`config.mk`:
```
export PLATFORM = sky130hd
export DESIGN_NAME = plti_ctrl
export DESIGN_NICKNAME = d
export VERILOG_FILES = /design/src/plti_pkg.sv /design/src/plti_ctrl.sv
export SDC_FILE = /design/constraint.sdc
export NUM_CORES = 1
export LEC_CHECK = 0
export BUFFER_PORTS_ARGS = -buffer_cell sky130_fd_sc_hd__buf_4
export CAP_MARGIN = 20
export CORE_AREA = 8 8 54 56
export DETAILED_ROUTE_END_ITERATION = 7
export DIE_AREA = 0 0 62 64
export PLACE_DENSITY = 0.87
export REMOVE_ABC_BUFFERS = 1
export SYNTH_ARGS = -nofsm -noshare
export SYNTH_HDL_FRONTEND = slang
export SYNTH_SLANG_ARGS = --single-unit
```
`constraint.sdc`:
```
create_clock -name i_clk -period 3.4 [get_ports i_clk]
set_input_delay 0.17 -clock i_clk [delete_from_list [all_inputs] [get_ports i_clk]]
set_output_delay 0.17 -clock i_clk [all_outputs]
set_load 0.1 [all_outputs]
```
`src/plti_pkg.sv`:
```
// ----------------------------------------------------------------------------
// plti_pkg
// Shared types and constants of the piecewise linear table interpolator.
// ----------------------------------------------------------------------------
package plti_pkg;

    localparam int OP_W   = 2;
    localparam int ST_W   = 2;
    localparam int KEY_W  = 16;
    localparam int VAL_W  = 32;
    localparam int DIFF_W = VAL_W + 1;
    localparam int DX_W   = KEY_W + 1;
    localparam int PROD_W = DIFF_W + DX_W;
    localparam int MAG_W  = PROD_W - 1;
    localparam int DCNT_W = $clog2(MAG_W + 1);
    localparam int SUM_W  = PROD_W + 1;

    localparam logic [OP_W-1:0] OP_LOAD  = 2'd0;
    localparam logic [OP_W-1:0] OP_QUERY = 2'd1;
    localparam logic [OP_W-1:0] OP_CLEAR = 2'd2;

    localparam logic [ST_W-1:0] ST_OK    = 2'd0;
    localparam logic [ST_W-1:0] ST_EMPTY = 2'd1;
    localparam logic [ST_W-1:0] ST_FULL  = 2'd2;

    typedef enum logic [2:0] {
        RA_LAST,
        RA_ZERO,
        RA_MID,
        RA_A,
        RA_LO
    } t_rd_sel;

    typedef enum logic [2:0] {
        RES_HOLD,
        RES_ZERO,
        RES_MEM,
        RES_A,
        RES_LERP
    } t_res_sel;

    typedef struct packed {
        logic     latch_in;
        logic     exec;
        t_rd_sel  rd_sel;
        logic     srch_init;
        logic     srch_mid;
        logic     srch_step;
        logic     cap_a;
        logic     cap_diff;
        logic     mul;
        logic     div_start;
        t_res_sel res_sel;
        logic     out_load;
    } t_cmd;

    typedef struct packed {
        logic [OP_W-1:0] op;
        logic            cnt_zero;
        logic            x_gt;
        logic            x_lt;
        logic            srch_done;
        logic            lo_zero;
        logic            kb_le_ka;
        logic            div_busy;
    } t_sts;

endpackage

```
`src/plti_ctrl.sv`:
```
// ----------------------------------------------------------------------------
// plti_ctrl
// Sequencer for decode, range checks, binary search and interpolation.
// ----------------------------------------------------------------------------
module plti_ctrl (
    input  logic           i_clk,
    input  logic           i_rst_n,
    input  logic           i_valid,
    output logic           o_ready,
    output logic           o_valid,
    input  logic           i_ready,
    input  plti_pkg::t_sts i_sts,
    output plti_pkg::t_cmd o_cmd
);

    typedef enum logic [11:0] {
        S_IDLE      = 12'b0000_0000_0001,
        S_DECODE    = 12'b0000_0000_0010,
        S_RD_LAST   = 12'b0000_0000_0100,
        S_CHK_LAST  = 12'b0000_0000_1000,
        S_CHK_FIRST = 12'b0000_0001_0000,
        S_SRCH_RD   = 12'b0000_0010_0000,
        S_SRCH_CMP  = 12'b0000_0100_0000,
        S_RD_B      = 12'b0000_1000_0000,
        S_CALC      = 12'b0001_0000_0000,
        S_MUL       = 12'b0010_0000_0000,
        S_DIV       = 12'b0100_0000_0000,
        S_FIN       = 12'b1000_0000_0000
    } t_state;

    t_state r_state, n_state;
    logic   r_valid, n_valid;
    logic   div_go, n_div_go, r_div_go;

    assign div_go = r_div_go;

    always_comb begin
        n_state  = r_state;
        n_div_go = 1'b0;
        o_cmd    = '0;
        o_cmd.rd_sel  = plti_pkg::RA_ZERO;
        o_cmd.res_sel = plti_pkg::RES_HOLD;
        case (r_state)
            S_IDLE: begin
                if (i_valid) begin
                    o_cmd.latch_in = 1'b1;
                    n_state = S_DECODE;
                end
            end
            S_DECODE: begin
                o_cmd.exec    = 1'b1;
                o_cmd.res_sel = plti_pkg::RES_ZERO;
                if (i_sts.op == plti_pkg::OP_QUERY && !i_sts.cnt_zero) begin
                    n_state = S_RD_LAST;
                end else begin
                    n_state = S_FIN;
                end
            end
            S_RD_LAST: begin
                o_cmd.rd_sel = plti_pkg::RA_LAST;
                n_state = S_CHK_LAST;
            end
            S_CHK_LAST: begin
                o_cmd.rd_sel = plti_pkg::RA_ZERO;
                if (i_sts.x_gt) begin
                    o_cmd.res_sel = plti_pkg::RES_MEM;
                    n_state = S_FIN;
                end else begin
                    n_state = S_CHK_FIRST;
                end
            end
            S_CHK_FIRST: begin
                if (i_sts.x_lt) begin
                    o_cmd.res_sel = plti_pkg::RES_MEM;
                    n_state = S_FIN;
                end else begin
                    o_cmd.srch_init = 1'b1;
                    n_state = S_SRCH_RD;
                end
            end
            S_SRCH_RD: begin
                if (i_sts.srch_done) begin
                    o_cmd.rd_sel = plti_pkg::RA_A;
                    n_state = S_RD_B;
                end else begin
                    o_cmd.rd_sel   = plti_pkg::RA_MID;
                    o_cmd.srch_mid = 1'b1;
                    n_state = S_SRCH_CMP;
                end
            end
            S_SRCH_CMP: begin
                o_cmd.srch_step = 1'b1;
                n_state = S_SRCH_RD;
            end
            S_RD_B: begin
                o_cmd.cap_a  = 1'b1;
                o_cmd.rd_sel = plti_pkg::RA_LO;
                n_state = S_CALC;
            end
            S_CALC: begin
                // first entry, or equal or falling neighbors: lower entry wins
                if (i_sts.lo_zero || i_sts.kb_le_ka) begin
                    o_cmd.res_sel = plti_pkg::RES_A;
                    n_state = S_FIN;
                end else begin
                    o_cmd.cap_diff = 1'b1;
                    n_state = S_MUL;
                end
            end
            S_MUL: begin
                o_cmd.mul = 1'b1;
                n_div_go  = 1'b1;
                n_state   = S_DIV;
            end
            S_DIV: begin
                o_cmd.div_start = div_go;
                if (!div_go && !i_sts.div_busy) begin
                    o_cmd.res_sel = plti_pkg::RES_LERP;
                    n_state = S_FIN;
                end
            end
            S_FIN: begin
                if (!r_valid || i_ready) begin
                    o_cmd.out_load = 1'b1;
                    n_state = S_IDLE;
                end
            end
            default: begin
                n_state = S_IDLE;
            end
        endcase
    end

    always_comb begin
        n_valid = r_valid;
        if (o_cmd.out_load) begin
            n_valid = 1'b1;
        end else if (i_ready) begin
            n_valid = 1'b0;
        end
    end

    always_ff @(posedge i_clk) begin
        if (!i_rst_n) begin
            r_state  <= S_IDLE;
            r_valid  <= 1'b0;
            r_div_go <= 1'b0;
        end else begin
            r_state  <= n_state;
            r_valid  <= n_valid;
            r_div_go <= n_div_go;
        end
    end

    assign o_ready = (r_state == S_IDLE);
    assign o_valid = r_valid;

endmodule

```
==> impl_metrics.py, run 1 <==
metrics = {
    "status": {
        "status": "finished, final reports clean",
    },
    "placement": {
        "gp_congestion": 0.885,
        "dp.cells": 162,
        "io_buffers": 30,
        "place_hpwl_mm": 1.90,
    },
    "finish": {
        "n_fill_cell": 185,
        "layout-drive-gt1-share_pct": 31.9,
        "multi_input_comb_area_um2": 612,
        "diodes": 0,
        "instances_no_fill": 166,
        "seqCellArea_um2": 280,
        "synthToLayoutAreaGrowth_pct": 24.0,
        "utilization_pct": 57.3,
        "final_nets": 152,
    },
    "floorplan": {
        "io_pins": 31,
        "core_mm2": 0.00211,
        "fp.dieW_um": 62,
        "die_y_um": 64,
        "die_area_mm2": 0.00397,
        "start_util_pct": 46.2,
        "row_count": 17,
    },
    "critical_path": {
        "critPathRequiredTime_ns": 3.23,
        "r2r_end": "r_state[11]",
        "crit_fanout": 9,
        "r2r_slack_ns": 1.54,
        "critPathArrivalTime_ns": 2.13,
        "endpoint_kind": "output port",
        "start_kind": "register",
        "r2r_cells": 4,
        "criticalPathCategory": "reg2out",
        "timing.rr.start": "r_state[4]",
    },
    "synth": {
        "yosys.area.top_type": "dfxtp_1",
        "seq_area_frac_synth_pct": 28.8,
        "synthTopCellsByArea": "dfxtp_1, nor4_4, nor2_1",
        "synth_warnings": 0,
        "syn_avg_cell_area_um2": 8.61,
        "yosysMostFrequentCell": "dfxtp_1",
        "synthCells": 113,
        "netlist_area_um2": 973,
        "ys.flop_type": "dfxtp_1",
        "synth_common_cells": "dfxtp_1, nor2_1, nand3_1",
        "synth-seq-cells": 14,
        "async_reset_ff_share_pct": 0,
        "synth_top_area_share_pct": 28.8,
        "synth_edf_count": 0,
        "yosysUniqueCellTypes": 44,
    },
    "sta": {
        "slew_headroom_pct": 67.9,
        "final_hold_viol_count": 0,
        "fin_crit_sh_pct": 67.8,
        "worst-slew-pin-transition_ns": 0.477,
        "final.min_clock_period_ns": 2.30,
        "fmaxAchievable_ghz": 0.434,
        "fin_worst_skew_ns": 0.00445,
        "finalSetupViolations": 0,
        "report.final.slew_viol_count": 0,
        "rsz0062_at_grt": "false",
    },
    "clock_tree": {
        "cts_root_buf": "clkbuf_4",
        "cts_hold_buffers": 0,
        "htreeDepth": 1,
        "cts_buffer_depth": 2,
        "cts_tree": "done",
        "cts_num_sinks": 14,
        "insertion_delay_ns": 0.29,
        "post_cts_buffers": 0,
        "cts-resized-gates": 0,
        "cts_buffers": 3,
        "clk_pin_slew_ns": 0.09,
    },
    "routing": {
        "wl_mm": 2.46,
        "via_per_inst": 5.56,
        "drc": 0,
        "ant_nets": 0,
        "drt_pre_antenna_iters": 4,
        "avgRoutedWirePerCell_um": 14.8,
        "drt_iter0_drc": 18,
        "vias": 923,
    },
    "grt": {
        "overflow": 0,
        "grt_usage_pct": 13.1,
        "grt_pass1_vias": 929,
        "grt_max_degree": 14,
        "grt_pass1_wl_mm": 4.04,
        "antenna_found_initial": 0,
    },
    "hold_path": {
        "holdPathStages": 2,
        "hold_path_class": "in2reg",
        "min_to": "r_state[4]",
        "hp-start": "i_sts[5]",
    },
    "power_and_ir_drop": {
        "power_uw": 463,
        "ir_drop_mv": 0.284,
        "cellLeakagePower_nw": 0.477,
        "powerDensity_mw_per_mm2": 384,
    },
    "job": {
        "max_cap_violations": 0,
    },
}
-- worst max-delay path, stage by stage (launching register included) --
cell and delay, ns:
dfxtp_1 0.40, nor4_4 0.49, and3_4 0.28, nor3b_4 0.20, and2b_1 0.17, buf_4 0.29
-- logic make-up (layout without fill, tap and decap cells) --
| logic type | after synthesis | in the layout | share of synthesized area, % |
|---|---|---|---|
| AND/OR/NAND/NOR | 62 | 62 | 45.9 |
| AO/OA/AOI/OAI | 20 | 20 | 14.3 |
| flip-flops | 14 | 14 | 28.8 |
| buffers and inverters | 14 | 39 | 8.35 |
| XOR/XNOR | 3 | 3 | 2.70 |
-- layer usage --
layer	share of wire, %	global-route usage, %	vias to the layer above
li1	-	-	463
met1	43	15.9	413
met2	46	19.0	40
met3	9.3	4.40	7
met4	1.8	7.98	0
met5	0	0	-
-- sequential cells by signal (all words and copies together), names as in the netlist --
name     count
o_valid      1
div_go       1
r_state     12
-- metrics by stage --
stage	hold slack, ns	setup slack [ns]	cell area, um^2	TNS, ns
global route	0.0384	0.959	1210	0
CTS	0.0423	1.09	1210	0
finish	0.0508	1.10	1210	0
floorplan	0.246	-0.272	911	-0.463
detailed placement	0.356	1.42	1170	0
global placement	0.350	1.49	1170	0
-- worst max path at each step --
stage | from | to | slack [ns] | depth (start not counted)
6_report | r_state[9] | o_cmd[9] | 1.10 | 5
5_1_grt | r_state[9] | o_cmd[9] | 0.96 | 5
4_1_cts | r_state[8] | o_cmd[9] | 1.09 | 5
3_5_place_dp | r_state[8] | o_cmd[9] | 1.42 | 5
3_3_place_gp | r_state[8] | o_cmd[9] | 1.49 | 5
2_1_floorplan | r_state[8] | r_state[5] | -0.27 | 4
-- final cells by class --
| type | count | share of cell area, % |
|---|---|---|
| multi-input cells | 85 | 50.7 |
| repair buffers | 30 | 18.7 |
| flip-flops and latches | 14 | 23.2 |
| clock buffers | 4 | 3.01 |
| well taps | 28 | 2.90 |
| inverters | 5 | 1.55 |
-- cells in the final DEF (no fill, tap or decap), drive strengths merged --
cell type	instances
a211oi	1
a21boi	1
a21oi	2
a32oi	1
and2	5
and2b	1
and3	4
buf	30
clkbuf	4
dfxtp	14
inv	5
nand2	2
nand2b	2
nand3	6
nand3b	1
nand4	5
nor2	12
nor2b	3
nor3	2
nor3b	6
nor4	4
nor4b	6
o211ai	2
o21a	1
o21ai	5
o21ba	1
o221ai	1
o22ai	2
o31ai	1
o32a	1
o32ai	1
or2	1
or3	1
or3b	1
xnor2	1
xor2	2
-- power by group --
part           internal [mW]  leakage, nW  switching [mW]
Combinational         0.0525        0.343           0.108
Clock                 0.0653       0.0210          0.0583
Sequential             0.169        0.113          0.0107
Total                  0.287        0.477           0.176
No activity file was read; power rests on OpenSTA's default activity.
==> run 2: changes to the inputs <==
--- a/config.mk
+++ b/config.mk
@@ -7,10 +7,10 @@
 export LEC_CHECK = 0
 export BUFFER_PORTS_ARGS = -buffer_cell sky130_fd_sc_hd__buf_4
 export CAP_MARGIN = 20
-export CORE_AREA = 8 8 54 56
+export CORE_AREA = 8 8 56 58
 export DETAILED_ROUTE_END_ITERATION = 7
-export DIE_AREA = 0 0 62 64
-export PLACE_DENSITY = 0.87
+export DIE_AREA = 0 0 64 66
+export PLACE_DENSITY = 0.84
 export REMOVE_ABC_BUFFERS = 1
 export SYNTH_ARGS = -nofsm -noshare
 export SYNTH_HDL_FRONTEND = slang
==> constraint.sdc (replaced) <==
create_clock -name i_clk -period 2 [get_ports i_clk]
set_input_delay 0.1 -clock i_clk [delete_from_list [all_inputs] [get_ports i_clk]]
set_output_delay 0.1 -clock i_clk [all_outputs]
set_load 0.1 [all_outputs]
==> impl_metrics.py, run 2 (synthesis gave the netlist of run 1 again) <==
metrics = {
    "status": {
        "status": "finished, final reports clean",
    },
    "routing": {
        "vias": 1033,
        "drc": 0,
        "wl_mm": 2.78,
        "drt_pre_antenna_iters": 4,
        "avgRoutedWirePerCell_um": 15.6,
        "drt_iter0_drc": 43,
        "ant_nets": 0,
        "via_per_inst": 5.80,
    },
    "grt": {
        "grt_usage_pct": 12.4,
        "grt_max_degree": 14,
        "antenna_found_initial": 0,
        "grt_pass1_vias": 983,
        "overflow": 0,
        "grt_pass1_wl_mm": 4.35,
    },
    "placement": {
        "place_hpwl_mm": 1.96,
        "io_buffers": 30,
        "gp_congestion": 0.870,
    },
    "sta": {
        "final.min_clock_period_ns": 1.95,
        "finalSetupViolations": 0,
        "slew_headroom_pct": 71.0,
        "worst-slew-pin-transition_ns": 0.430,
        "report.final.slew_viol_count": 0,
        "fin_crit_sh_pct": 97.5,
        "fmaxAchievable_ghz": 0.513,
        "fin_worst_skew_ns": 0.00948,
        "rsz0062_at_grt": "true",
        "timing.hold.ws_ns": 0.0665,
        "final_hold_viol_count": 0,
    },
    "power_and_ir_drop": {
        "cellLeakagePower_nw": 0.555,
        "p_int_uw": 481,
        "ir_drop_mv": 0.519,
        "seq_power_share_pct": 38.0,
        "combPwrFrac_pct": 41.2,
        "p_sw_uw": 318,
        "power_frac_clock_pct": 20.8,
        "powerDensity_mw_per_mm2": 564,
        "p_sw_share_pct": 39.8,
    },
    "critical_path": {
        "crit_fanout": 7,
        "start_kind": "register",
        "critPathArrivalTime_ns": 1.85,
        "critPathRequiredTime_ns": 1.90,
        "endpoint_kind": "output port",
        "criticalPathCategory": "reg2out",
    },
    "clock_tree": {
        "cts_buffers": 3,
        "clk_pin_slew_ns": 0.08,
        "htreeDepth": 1,
        "insertion_delay_ns": 0.29,
        "cts_num_sinks": 14,
        "cts_tree": "done",
        "cts_buffer_depth": 2,
        "cts_root_buf": "clkbuf_4",
    },
    "floorplan": {
        "die_area_mm2": 0.00422,
        "core_mm2": 0.00232,
        "fp.dieW_um": 64,
        "start_util_pct": 42.0,
        "die_y_um": 66,
        "row_count": 18,
        "io_pins": 31,
    },
    "finish": {
        "n_fill_cell": 205,
        "synthToLayoutAreaGrowth_pct": 45.5,
        "regMostFlops": "r_state",
        "layout_common_cells": "buf_4, nor2_1, dfxtp_1",
        "largest_reg_flops": 12,
        "final_nets": 163,
        "diodes": 0,
        "utilization_pct": 61.1,
        "final_common_cell": "buf_4",
        "layout-drive-gt1-share_pct": 44.6,
    },
    "job": {
        "max_cap_violations": 0,
    },
    "hold_path": {
        "hold_path_class": "in2reg",
    },
}
==> run 2: cell types whose count changed in the layout (fill, tap and decap cells not counted), sizes merged <==
cell         previous run  this run
buf                    30        39
dlygate4sd3             0         1
==> run 2: per-stage QoR <==
stage / TNS [ns] / power [mW] / instances / worst slack [ns] / instance area [um^2]
after floorplan: -22.13 / 0.514 / 104 / -1.67 / 911
after global placement: 0 / 0.577 / 167 / 0.181 / 1200
after detailed placement: 0 / 0.583 / 167 / 0.125 / 1200
after CTS: -0.0250 / 0.773 / 174 / -0.0199 / 1300
after global routing: -0.174 / 0.833 / 178 / -0.0573 / 1420
final: 0 / 0.799 / 178 / 0.0492 / 1420
==> run 2: power by group through the flow <==
stage	registers, mW	logic, mW	clock network [mW]
global route	0.305	0.347	0.181
detailed placement	0.312	0.271	0
finish	0.304	0.330	0.166
CTS	0.306	0.301	0.166
global placement	0.310	0.267	0
floorplan	0.310	0.204	0
==> run 2: final timing paths <==
| path | start | endpoint | slack (ns) | cells past startpoint |
|---|---|---|---|---|
| worst max-delay path | r_state[3] | o_cmd[2] | 0.05 | 5 |
| worst min-delay path | i_sts[3] | r_state[7] | 0.07 | 2 |
| worst max register to register | r_state[9] | r_state[11] | 0.23 | 6 |
| worst min register to register | r_state[10] | r_state[10] | 0.61 | 2 |
==> run 2: per-layer routing <==
layer	up-vias	part of all wire, %	track usage, %	routed length (um)
met4	0	2.5	5.29	70
met2	65	46	19.2	1290
li1	487	-	-	-
met5	-	0	0	0
met3	7	12	7.97	334
met1	474	39	13.1	1090
==> run 2: layout make-up <==
| class | count | area [um^2] | area share, % |
|---|---|---|---|
| Clock buffer | 3 | 22.5 | 1.59 |
| Sequential cell | 14 | 294 | 20.8 |
| Inverter | 5 | 18.8 | 1.33 |
| Multi-Input combinational cell | 85 | 668 | 47.2 |
| Timing Repair Buffer | 41 | 375 | 26.5 |
| Tap cell | 30 | 37.5 | 2.65 |
==> run 2: what timing repair did <==
item	4_1_cts	5_1_grt
hold buffers	1	0
hold endpoints to repair	1	0
setup endpoints to repair	12	13
pin swaps	2	9
setup buffers	3	4
gates resized for setup	12	24
==> run 2: worst max-delay path, cell delays in order, from the launching register on <==
cell	delay (ns)
dfxtp_4	0.38
nor4_4	0.32
buf_4	0.17
nand3_2	0.12
o211ai_1	0.31
buf_6	0.28
